`src/hdl/dda_pkg.sv`:
```
// Shared constants, types and helpers of the DDA line rasterizer
package dda_pkg;

	// coordinate field width and tile bound
	localparam int COORD_W   = 6;
	localparam int COORD_MAX = 63;

	// default fraction bits of the fixed-point position
	localparam int FRAC_BITS_DEF = 16;

	// packed stream widths
	localparam int S_TDATA_W = 24;
	localparam int M_TDATA_W = 16;

	// sequencer states
	typedef enum logic [1:0] {
		ST_IDLE,
		ST_DIV,
		ST_EMIT
	} state_t;

	// saturate a coordinate to the tile bound
	function automatic logic [COORD_W-1:0] clamp_coord(input logic [COORD_W-1:0] v);
		logic [COORD_W-1:0] lim;
		lim = COORD_W'(COORD_MAX);
		return (v > lim) ? lim : v;
	endfunction

endpackage

```
`src/hdl/dda_divider.sv`:
```
// Restoring divider, one quotient bit per cycle: (numer << FRAC_BITS) / denom
module dda_divider #(
	parameter int FRAC_BITS = dda_pkg::FRAC_BITS_DEF
) (
	input  logic                        clk,
	input  logic                        arst_n,
	input  logic                        start,
	input  logic [dda_pkg::COORD_W-1:0] numer,
	input  logic [dda_pkg::COORD_W-1:0] denom,
	output logic                        done,
	output logic [FRAC_BITS:0]          quot
);

	localparam int NW    = dda_pkg::COORD_W + FRAC_BITS;
	localparam int CNT_W = $clog2(NW);

	logic                        busy_q;
	logic                        done_q;
	logic [CNT_W-1:0]            cnt_q;
	logic [NW-1:0]               num_q;
	logic [FRAC_BITS:0]          quot_q;
	logic [dda_pkg::COORD_W-1:0] den_q;
	logic [dda_pkg::COORD_W-1:0] rem_q;

	logic [dda_pkg::COORD_W:0]   trial;
	logic                        fits;
	logic [dda_pkg::COORD_W:0]   diff;

	// one shift-and-subtract step
	always_comb begin
		trial = {rem_q, num_q[NW-1]};
		fits  = (trial >= {1'b0, den_q});
		diff  = trial - {1'b0, den_q};
	end

	// control: busy over NW steps, done pulse after the last one
	always_ff @(posedge clk or negedge arst_n) begin
		if (!arst_n) begin
			busy_q <= 1'b0;
			done_q <= 1'b0;
			cnt_q  <= '0;
		end else begin
			done_q <= 1'b0;
			if (start) begin
				busy_q <= 1'b1;
				cnt_q  <= '0;
			end else if (busy_q) begin
				cnt_q <= cnt_q + CNT_W'(1);
				if (cnt_q == CNT_W'(NW - 1)) begin
					busy_q <= 1'b0;
					done_q <= 1'b1;
				end
			end
		end
	end

	// datapath: dividend shifts out, quotient shifts in
	// quotient never exceeds 1.0 since numer <= denom, so the upper bits stay zero
	always_ff @(posedge clk) begin
		if (start) begin
			num_q  <= {numer, {FRAC_BITS{1'b0}}};
			den_q  <= denom;
			rem_q  <= '0;
			quot_q <= '0;
		end else if (busy_q) begin
			num_q  <= {num_q[NW-2:0], 1'b0};
			rem_q  <= fits ? diff[dda_pkg::COORD_W-1:0] : trial[dda_pkg::COORD_W-1:0];
			quot_q <= {quot_q[FRAC_BITS-1:0], fits};
		end
	end

	assign done = done_q;
	assign quot = quot_q;

endmodule

```
`src/hdl/dda_line_rasterizer.sv`:
```
// A line of nonzero length shows its first pixel once the bit-serial divider is done and
// the increments are loaded; a zero-length line shows it in the cycle after acceptance.
// Pixels go out one per cycle while m_tready is high; the block takes one line at a time.
// Reset: arst_n clears the sequencer, divider control and output valid at once;
// the block is ready for a line in the first cycle after reset.
module dda_line_rasterizer #(
	parameter int FRAC_BITS = dda_pkg::FRAC_BITS_DEF
) (
	input  logic                          clk,
	input  logic                          arst_n,
	// input line stream
	input  logic                          s_tvalid,
	output logic                          s_tready,
	input  logic [dda_pkg::S_TDATA_W-1:0] s_tdata,  // start_x, start_y, end_x, end_y
	// output pixel stream
	output logic                          m_tvalid,
	input  logic                          m_tready,
	output logic [dda_pkg::M_TDATA_W-1:0] m_tdata,  // pixel_x, pixel_y, 4'b0 pad
	output logic                          m_tlast   // last_pixel
);

	localparam int CW    = dda_pkg::COORD_W;
	localparam int ACC_W = CW + FRAC_BITS + 1;
	localparam int Q_W   = FRAC_BITS + 1;
	localparam int INC_W = FRAC_BITS + 2;

	dda_pkg::state_t state_q, state_d;

	logic [ACC_W-1:0] acc_x_q, acc_y_q;
	logic [INC_W-1:0] inc_x_q, inc_y_q;
	logic [CW-1:0]    steps_q;
	logic             neg_x_q, neg_y_q, x_major_q;

	logic [CW-1:0] x0, y0, x1, y1, adx, ady, steps, minor;
	logic          neg_x, neg_y, x_major;
	logic          in_beat, out_beat, div_start, div_done;
	logic [Q_W-1:0] div_quot;
	logic [Q_W-1:0] one_mag;
	logic [INC_W-1:0] inc_major, inc_minor;
	logic [ACC_W-1:0] half, rnd_x, rnd_y;

	// clamp and span decode of the incoming line
	always_comb begin
		x0      = dda_pkg::clamp_coord(s_tdata[5:0]);
		y0      = dda_pkg::clamp_coord(s_tdata[11:6]);
		x1      = dda_pkg::clamp_coord(s_tdata[17:12]);
		y1      = dda_pkg::clamp_coord(s_tdata[23:18]);
		neg_x   = (x1 < x0);
		neg_y   = (y1 < y0);
		adx     = neg_x ? (x0 - x1) : (x1 - x0);
		ady     = neg_y ? (y0 - y1) : (y1 - y0);
		x_major = (adx >= ady);
		steps   = x_major ? adx : ady;
		minor   = x_major ? ady : adx;
	end

	assign in_beat   = s_tvalid && s_tready;
	assign out_beat  = m_tvalid && m_tready;
	assign div_start = in_beat && (steps != '0);

	// minor-axis increment magnitude
	dda_divider #(
		.FRAC_BITS(FRAC_BITS)
	) u_div (
		.clk   (clk),
		.arst_n(arst_n),
		.start (div_start),
		.numer (minor),
		.denom (steps),
		.done  (div_done),
		.quot  (div_quot)
	);

	// signed increments: major axis moves exactly one pixel per step
	always_comb begin
		one_mag   = {1'b1, {FRAC_BITS{1'b0}}};
		inc_major = {1'b0, one_mag};
		inc_minor = {1'b0, div_quot};
		if (x_major_q ? neg_x_q : neg_y_q)
			inc_major = -inc_major;
		if (x_major_q ? neg_y_q : neg_x_q)
			inc_minor = -inc_minor;
	end

	// state register
	always_ff @(posedge clk or negedge arst_n) begin
		if (!arst_n) begin
			state_q <= dda_pkg::ST_IDLE;
		end else begin
			state_q <= state_d;
		end
	end

	// next state and handshake outputs
	always_comb begin
		state_d  = state_q;
		s_tready = 1'b0;
		m_tvalid = 1'b0;
		case (state_q)
			dda_pkg::ST_IDLE: begin
				s_tready = 1'b1;
				if (s_tvalid)
					state_d = (steps == '0) ? dda_pkg::ST_EMIT : dda_pkg::ST_DIV;
			end
			dda_pkg::ST_DIV: begin
				if (div_done)
					state_d = dda_pkg::ST_EMIT;
			end
			dda_pkg::ST_EMIT: begin
				m_tvalid = 1'b1;
				if (m_tready && (steps_q == '0))
					state_d = dda_pkg::ST_IDLE;
			end
			default: begin
				state_d = dda_pkg::ST_IDLE;
			end
		endcase
	end

	// line setup, increment load and per-pixel stepping
	always_ff @(posedge clk) begin
		if (in_beat) begin
			acc_x_q   <= {1'b0, x0, {FRAC_BITS{1'b0}}};
			acc_y_q   <= {1'b0, y0, {FRAC_BITS{1'b0}}};
			inc_x_q   <= '0;
			inc_y_q   <= '0;
			steps_q   <= steps;
			neg_x_q   <= neg_x;
			neg_y_q   <= neg_y;
			x_major_q <= x_major;
		end else if (div_done) begin
			inc_x_q <= x_major_q ? inc_major : inc_minor;
			inc_y_q <= x_major_q ? inc_minor : inc_major;
		end else if (out_beat && (steps_q != '0)) begin
			acc_x_q <= acc_x_q + {{(ACC_W-INC_W){inc_x_q[INC_W-1]}}, inc_x_q};
			acc_y_q <= acc_y_q + {{(ACC_W-INC_W){inc_y_q[INC_W-1]}}, inc_y_q};
			steps_q <= steps_q - CW'(1);
		end
	end

	// round half up to whole pixels
	always_comb begin
		half  = ACC_W'(1) << (FRAC_BITS - 1);
		rnd_x = acc_x_q + half;
		rnd_y = acc_y_q + half;
	end

	assign m_tdata = {4'b0000, rnd_y[FRAC_BITS+CW-1:FRAC_BITS], rnd_x[FRAC_BITS+CW-1:FRAC_BITS]};
	assign m_tlast = (steps_q == '0);

endmodule

```
`config.mk`:
```
export PLATFORM = sky130hd
export DESIGN_NAME = dda_line_rasterizer
export DESIGN_NICKNAME = d
export VERILOG_FILES = /design/src/hdl/dda_pkg.sv /design/src/hdl/dda_divider.sv /design/src/hdl/dda_line_rasterizer.sv
export SDC_FILE = /design/constraint.sdc
export NUM_CORES = 1
export LEC_CHECK = 0
export ABC_AREA = 1
export CORE_UTILIZATION = 40
export CTS_BUF_LIST = sky130_fd_sc_hd__clkbuf_4 sky130_fd_sc_hd__clkbuf_8 sky130_fd_sc_hd__clkbuf_16
export DETAILED_ROUTE_END_ITERATION = 12
export DONT_BUFFER_PORTS = 1
export PLACE_DENSITY = 0.62
export REMOVE_ABC_BUFFERS = 1
export SYNTH_ARGS = -nofsm -noshare
export SYNTH_HDL_FRONTEND = slang
export SYNTH_SLANG_ARGS = --single-unit
export TNS_END_PERCENT = 50
```
`constraint.sdc`:
```
create_clock -name clk -period 2.4 [get_ports clk]
set_clock_uncertainty 0.2 [all_clocks]
set_input_delay 0.36 -clock clk [delete_from_list [all_inputs] [get_ports clk]]
set_output_delay 0.36 -clock clk [all_outputs]
set_load 0.02 [all_outputs]
```
* Word-level counts from Yosys, hierarchy flattened *
Index checks and enable logic that the tools add are counted.

cells by class
  bitwise operators = 1
  $add $sub $neg = 12
  reductions and logical operators = 15
  order comparisons = 8
  equality and inequality tests = 7
  muxes and demuxes = 41

operators by type and width
  kind                                               count
  two-way mux 22 bit                                 8
  two-way mux 18 bit                                 4
  two-way mux 6 bit                                  12
  adder 23 bit                                       2
  adder 22 x 16 -> 22 bit (second input constant)    2
  subtractor 6 bit                                   5
  > comparator 6 bit (second input constant)         4
  negator 17 -> 18 bit                               1
  zero test 6 bit                                    2
  < comparator 6 bit                                 2
  nonzero test 6 bit                                 2
  two-way mux 1 bit                                  10
  two-way mux 5 bit                                  2
  two-way mux 2 bit                                  4
  greater-or-equal comparator 7 x 6 -> 1 bit         1
  greater-or-equal comparator 6 bit                  1
  inequality test 2 bit (second input constant)      3
  one-hot mux 2 bit (3 select lines)                 1
  subtractor 6 x 1 -> 6 bit (second input constant)  1
  adder 5 x 1 -> 5 bit (second input constant)       1
  equality test 5 bit (second input constant)        1
  logical AND 1 bit                                  5
  AND reduction 2 bit                                2
  nonzero test 2 bit                                 2
  other kinds (6)                                    6

word-level totals
  input port bits = 28
  bits in registers = 135
  logic and storage cells = 102

* Logic depth before layout (Yosys ltp) *
  depth in word-level cells = 10
  gate-level depth with buffers = 27
  depth with buffers taken out = 26

* Modules after synthesis *
From an unflattened synthesis, not the netlist that was laid out.

unflattened totals
  cells, all modules = 1365
  area total of the unflattened synthesis = 9574.2 sq um

modules (own cells, without submodules)
  module               cells an instance  area each (sq um)  seq. area each (sq um)  times used
  dda_line_rasterizer  1151               7632.3             2042.0                  1
  dda_divider          214                1941.9             996.0                   1

* Worst setup path after synthesis *
Ideal clock, no wire load.

  kind = input to register
  start = in s_tdata[7] in the netlist's numbering
  end = reg u_div.num_q[16], enable pin
  slack = -1382 ps
  data arrival time = 3264 ps
  stages on the path = 24
  path through = clkbuf_1 > ha_1 > ha_1 > o21bai_1 > nand3_2 > nand2_4 > inv_4 > nand2_2 > nand2_2 > inv_1 > ha_1 > nand2_1 > nor2_1 > o21ai_1 > nand3_1 > nor2_1 > clkbuf_1 > nand2_2 > nand2_2 > nor2_4 > nand3_4 > nand2_4 > buf_6 > nand2_1

between the ends
  cells in the longest elaborated chain, start to end = 9
  elaborated cells on any way between the ends = 11
  those cells by class = add/sub: 2; order compare: 3; mux: 3; reduce/logical: 3

RTL lines
  item                                     RTL line                   source
  from (decl)                              dda_line_rasterizer.sv:14  input logic [dda_pkg::S_TDATA_W-1:0] s_tdata,
  > comparator 6 bit                       dda_pkg.sv:26              return (v > lim) ? lim : v;
  two-way mux 6 bit (*)                    dda_pkg.sv:26
  < comparator 6 bit (*)                   dda_line_rasterizer.sv:49  neg_y = (y1 < y0);
  named net neg_y                          dda_line_rasterizer.sv:35  logic neg_x, neg_y, x_major;
  two-way mux 6 bit (*)                    dda_line_rasterizer.sv:51  ady = neg_y ? (y0 - y1) : (y1 - y0);
  greater-or-equal comparator 6 bit        dda_line_rasterizer.sv:52  x_major = (adx >= ady);
  two-way mux 6 bit (*)                    dda_line_rasterizer.sv:53  steps = x_major ? adx : ady;
  named net steps[4]                       dda_line_rasterizer.sv:34  logic [CW-1:0] x0, y0, x1, y1, adx, ady, steps, minor;
  nonzero test 6 bit (*)                   dda_line_rasterizer.sv:59  assign div_start = in_beat && (steps != '0);
  logical AND 1 bit (*)                    dda_line_rasterizer.sv:59
  nonzero test 2 bit (no source line) (*)  --
  to (signal assigned)                     dda_divider.sv:61          num_q <= {numer, {FRAC_BITS{1'b0}}};
  to (signal assigned)                     dda_divider.sv:66          num_q <= {num_q[NW-2:0], 1'b0};
  to (decl)                                dda_divider.sv:20          logic [NW-1:0] num_q;

The timed path passes the listed nets; every way through them passes the cells marked *.
A chain may end at the register's enable or synchronous reset.

* Worst setup path in the final report *
  start = in s_tdata[13] in the netlist's numbering
  end = reg u_div.num_q[19] (data pin)

between the ends
  cells in the longest elaborated chain, start to end = 9
  elaborated cells on any way between the ends = 12
  those cells by class = add/sub: 2; order compare: 3; mux: 5; reduce/logical: 2

RTL lines
  item                                                           RTL line                                              source
  > comparator 6 bit                                             dda_pkg.sv:26
  two-way mux 6 bit (*)                                          dda_pkg.sv:26
  subtractor 6 bit / < comparator 6 bit (equally long branches)  dda_line_rasterizer.sv:50, dda_line_rasterizer.sv:48
  two-way mux 6 bit (*)                                          dda_line_rasterizer.sv:50                             adx = neg_x ? (x0 - x1) : (x1 - x0);
  greater-or-equal comparator 6 bit                              dda_line_rasterizer.sv:52
  two-way mux 6 bit (*)                                          dda_line_rasterizer.sv:53
  named net steps[4]                                             dda_line_rasterizer.sv:34
  nonzero test 6 bit (*)                                         dda_line_rasterizer.sv:59
  logical AND 1 bit (*)                                          dda_line_rasterizer.sv:59
  two-way mux 22 bit (*)                                         dda_divider.sv:60                                     if (start) begin

Marked as above.

==> results.json <==
{
  "outcome": "complete, but fails checks",
  "violations": "negative setup slack",
  "antenna_left": 0,
  "slew_headroom_pct": 64.0,
  "grtUsageTotal_pct": 21.3,
  "r2r_slack_ns": -0.03,
  "final_layout_size_suffix_gt1_share_pct": 23.8,
  "cp.arrival_ns": 2.99,
  "r2r_start": "inc_y_q[0]",
  "clockBufferDepth": 2,
  "cts_buffers": 17,
  "synth_flop_cell": "dfxtp_1",
  "min_period_ns": 3.01,
  "multi_input_area_mm2": 0.00645,
  "cp.required_ns": 2.38,
  "min_path_type": "in -> reg",
  "rsz0062_at_grt": "true",
  "final_cell_mix": "345 x nand2_1, 127 x inv_1, 117 x buf_4",
  "yosysTopAreaCell": "dfxtp_1",
  "rows": 56,
  "cts_sinks": 133,
  "fin_crit_sh_pct": 125,
  "total_power_uw": 11300,
  "antenna_cells": 0,
  "antenna_found_initial": 0,
  "ys_warn_count": 0,
  "initialDrtViolationCount": 528,
  "endpoint": "u_div.num_q[19]",
  "slew_viol_final": 0,
  "cts_tree": "built",
  "final_util_pct": 52.4,
  "critPathSlowestCell": "ha_4",
  "crit_top_cell": "nand2_2",
  "crit_type": "in -> reg",
  "drc_errors": 0,
  "max_freq_ghz": 0.332,
  "end_kind": "register",
  "fillerInstances": 2267,
  "r2r-end": "acc_y_q[16]",
  "synth_cell_types": 53,
  "startpoint": "s_tdata[13]",
  "io_pins": 47,
  "worst_pin_slew_ns": 0.539,
  "hp-start": "s_tdata[4]",
  "area_delta_synth_final_pct": 28.6,
  "grt_pass1_vias": 8679,
  "grt_pass1_wl_mm": 41.3,
  "finalSetupViolations": 63,
  "viasPerCell": 5.04,
  "slowest_delay_ns": 0.24,
  "p_per_area_mw_per_mm2": 920,
  "grt_overflow": 0,
  "synth-seq-area-share_pct": 31.9,
  "dieArea_mm2": 0.0245,
  "synth_area_mm2": 0.00953,
  "die_width_um": 156,
  "wl_mm": 25.1,
  "p_leak_uw": 0.00570,
  "seq_area_mm2": 0.00304,
  "final_common_cell": "nand2_1",
  "fin_nets": 1575,
  "ys_ff_latch": 133,
  "cap_violations": 0,
  "rr_worst_depth": 11,
  "start_util_pct": 40.7,
  "async_flop_share_pct": 6.77,
  "path_max_fanout": 7,
  "clk_latency_ns": 0.42,
  "cts-root-buf": "clkbuf_16",
  "drtPass1Iterations": 5,
  "core_mm2": 0.0234,
  "io_buffers": 0,
  "grt_max_degree": 53,
  "finalHoldViolations": 0,
  "avgRoutedWirePerCell_um": 14.0,
  "htreeDepth": 4,
  "peakVddDrop_mv": 0.606,
  "syn_avg_cell_area_um2": 7.01,
  "path_clk_slew_ns": 0.06,
  "synth_top_area_share_pct": 19.1,
  "synth_cells": 1360,
  "ys_top_cells_by_area": "dfxtp_1 19%, nand2_1 15%, edfxtp_1 10%",
  "die_h_um": 156,
  "cp_cell_sequence": "inv_12 -> ha_4 -> ha_4 -> o21bai_4 -> nand3_4 -> buf_6 -> nand3b_1 -> nand2_2 -> inv_2 -> ha_4 -> nand2_4 -> nor2_2 -> o21ai_1 -> nand3_1 -> nor2_4 -> buf_6 -> nand2_2 -> nand2_2 -> nor2_4 -> nand3_4 -> nand2_8 -> buf_12 -> nand2_4 -> nand2_2",
  "gp_congestion": 0.891,
  "synth_edf_count": 33,
  "fin_ws_ns": -0.611,
  "dr_total_vias": 9069,
  "post-dp-hpwl_mm": 18.7,
  "crit_path_start_kind": "input pin"
}
==> power by group <==
part           internal (uW)  total [uW]  switching [uW]  leakage [uW]
registers               2890        3240             353       0.00117
logic                   2180        5310            3130       0.00423
clock network           1740        2730             992      0.000299
==> per-stage QoR <==
stage	setup slack, ns	TNS [ns]	cell area, um^2	instances	hold slack (ns)
6_report	-0.611	-29.63	12300	1801	0.132
5_1_grt	-0.766	-40.49	12300	1801	0.135
4_1_cts	-0.588	-29.64	11800	1797	0.114
3_5_place_dp	-1.36	-74.19	10700	1752	-0.135
3_3_place_gp	-1.27	-68.57	10700	1752	-0.135
2_1_floorplan	-1.81	-148.60	9310	1315	-0.136
==> cell usage after synthesis (4+ instances only) <==
cell / count
nand2_1: 391
buf_4: 4
dfxtp_1: 91
nor2_4: 17
o21ai_0: 108
nor2_2: 6
nor4_1: 4
buf_2: 4
o22ai_1: 4
fa_1: 5
nor3_1: 11
inv_1: 149
nand3_1: 76
dfrtp_1: 9
clkbuf_1: 33
xor2_1: 37
a21oi_1: 120
buf_1: 4
edfxtp_1: 33
nand3b_1: 6
nor2_1: 77
nand4_1: 12
a31oi_1: 4
a21o_1: 9
and2_1: 4
o21bai_1: 8
nand2_2: 9
ha_1: 73
xnor2_1: 11
==> cells by family after synthesis <==
group           after synthesis  synth area share [%]
other cells                   1                0.0393
fa+ha+maj                    78                  10.6
simple gates                623                  28.8
compound gates              273                  15.5
flops                       133                  31.9
xor+xnor                     48                  4.41
buf+inv                     204                  8.74
==> state kept, by name, summed over array words and instances, names as in the netlist <==
name / flops
acc_x_q: 22
acc_y_q: 22
inc_x_q: 18
inc_y_q: 18
neg_x_q: 1
neg_y_q: 1
state_q: 2
steps_q: 6
u_div.busy_q: 1
u_div.cnt_q: 5
u_div.den_q: 6
u_div.done: 1
u_div.num_q: 6
u_div.quot: 17
u_div.rem_q: 6
x_major_q: 1
==> what timing repair did <==
| action | CTS | global route |
|---|---|---|
| setup buffers | 9 | 5 |
| endpoints found under the hold margin | 12 | 0 |
| pin swaps | 47 | 56 |
| setup endpoints to repair | 70 | 85 |
| resized for setup | 82 | 124 |
| hold buffers | 4 | 0 |
==> worst min-delay path by stage <==
stage	to	cells past startpoint
after CTS	acc_y_q[16]	3
final	acc_x_q[20]	3
after global routing	inc_x_q[0]	4
after global placement	u_div.cnt_q[2]	0
after floorplan	state_q[0]	0
after detailed placement	u_div.cnt_q[2]	0
==> area by class of cell <==
cell class | instances | area share (%)
tap | 319 | 3.25
sequential | 133 | 24.8
clock inverter | 14 | 1.50
inverter | 156 | 5.12
timing repair buffer | 135 | 9.20
multi-input combinational | 1026 | 52.6
clock buffer | 18 | 3.53
==> per-layer routing <==
| layer | GRT usage [%] | part of all wire (%) | vias to the layer above |
|---|---|---|---|
| met3 | 4.15 | 3.6 | 43 |
| met2 | 37.7 | 50 | 145 |
| li1 | - | - | 4676 |
| met1 | 25.4 | 43 | 4205 |
| met4 | 7.84 | 2.6 | 0 |
| met5 | 0 | 0 | - |
==> critical path: cells and delay by family <==
kind	cells	cell delay, ns
and+or+nand+nor	14	1.27
AOI/OAI and AO/OA	2	0.29
adders and majority gates	3	0.61
buffers and inverters	5	0.46
Note: power is estimated with default switching activity, not from simulation.
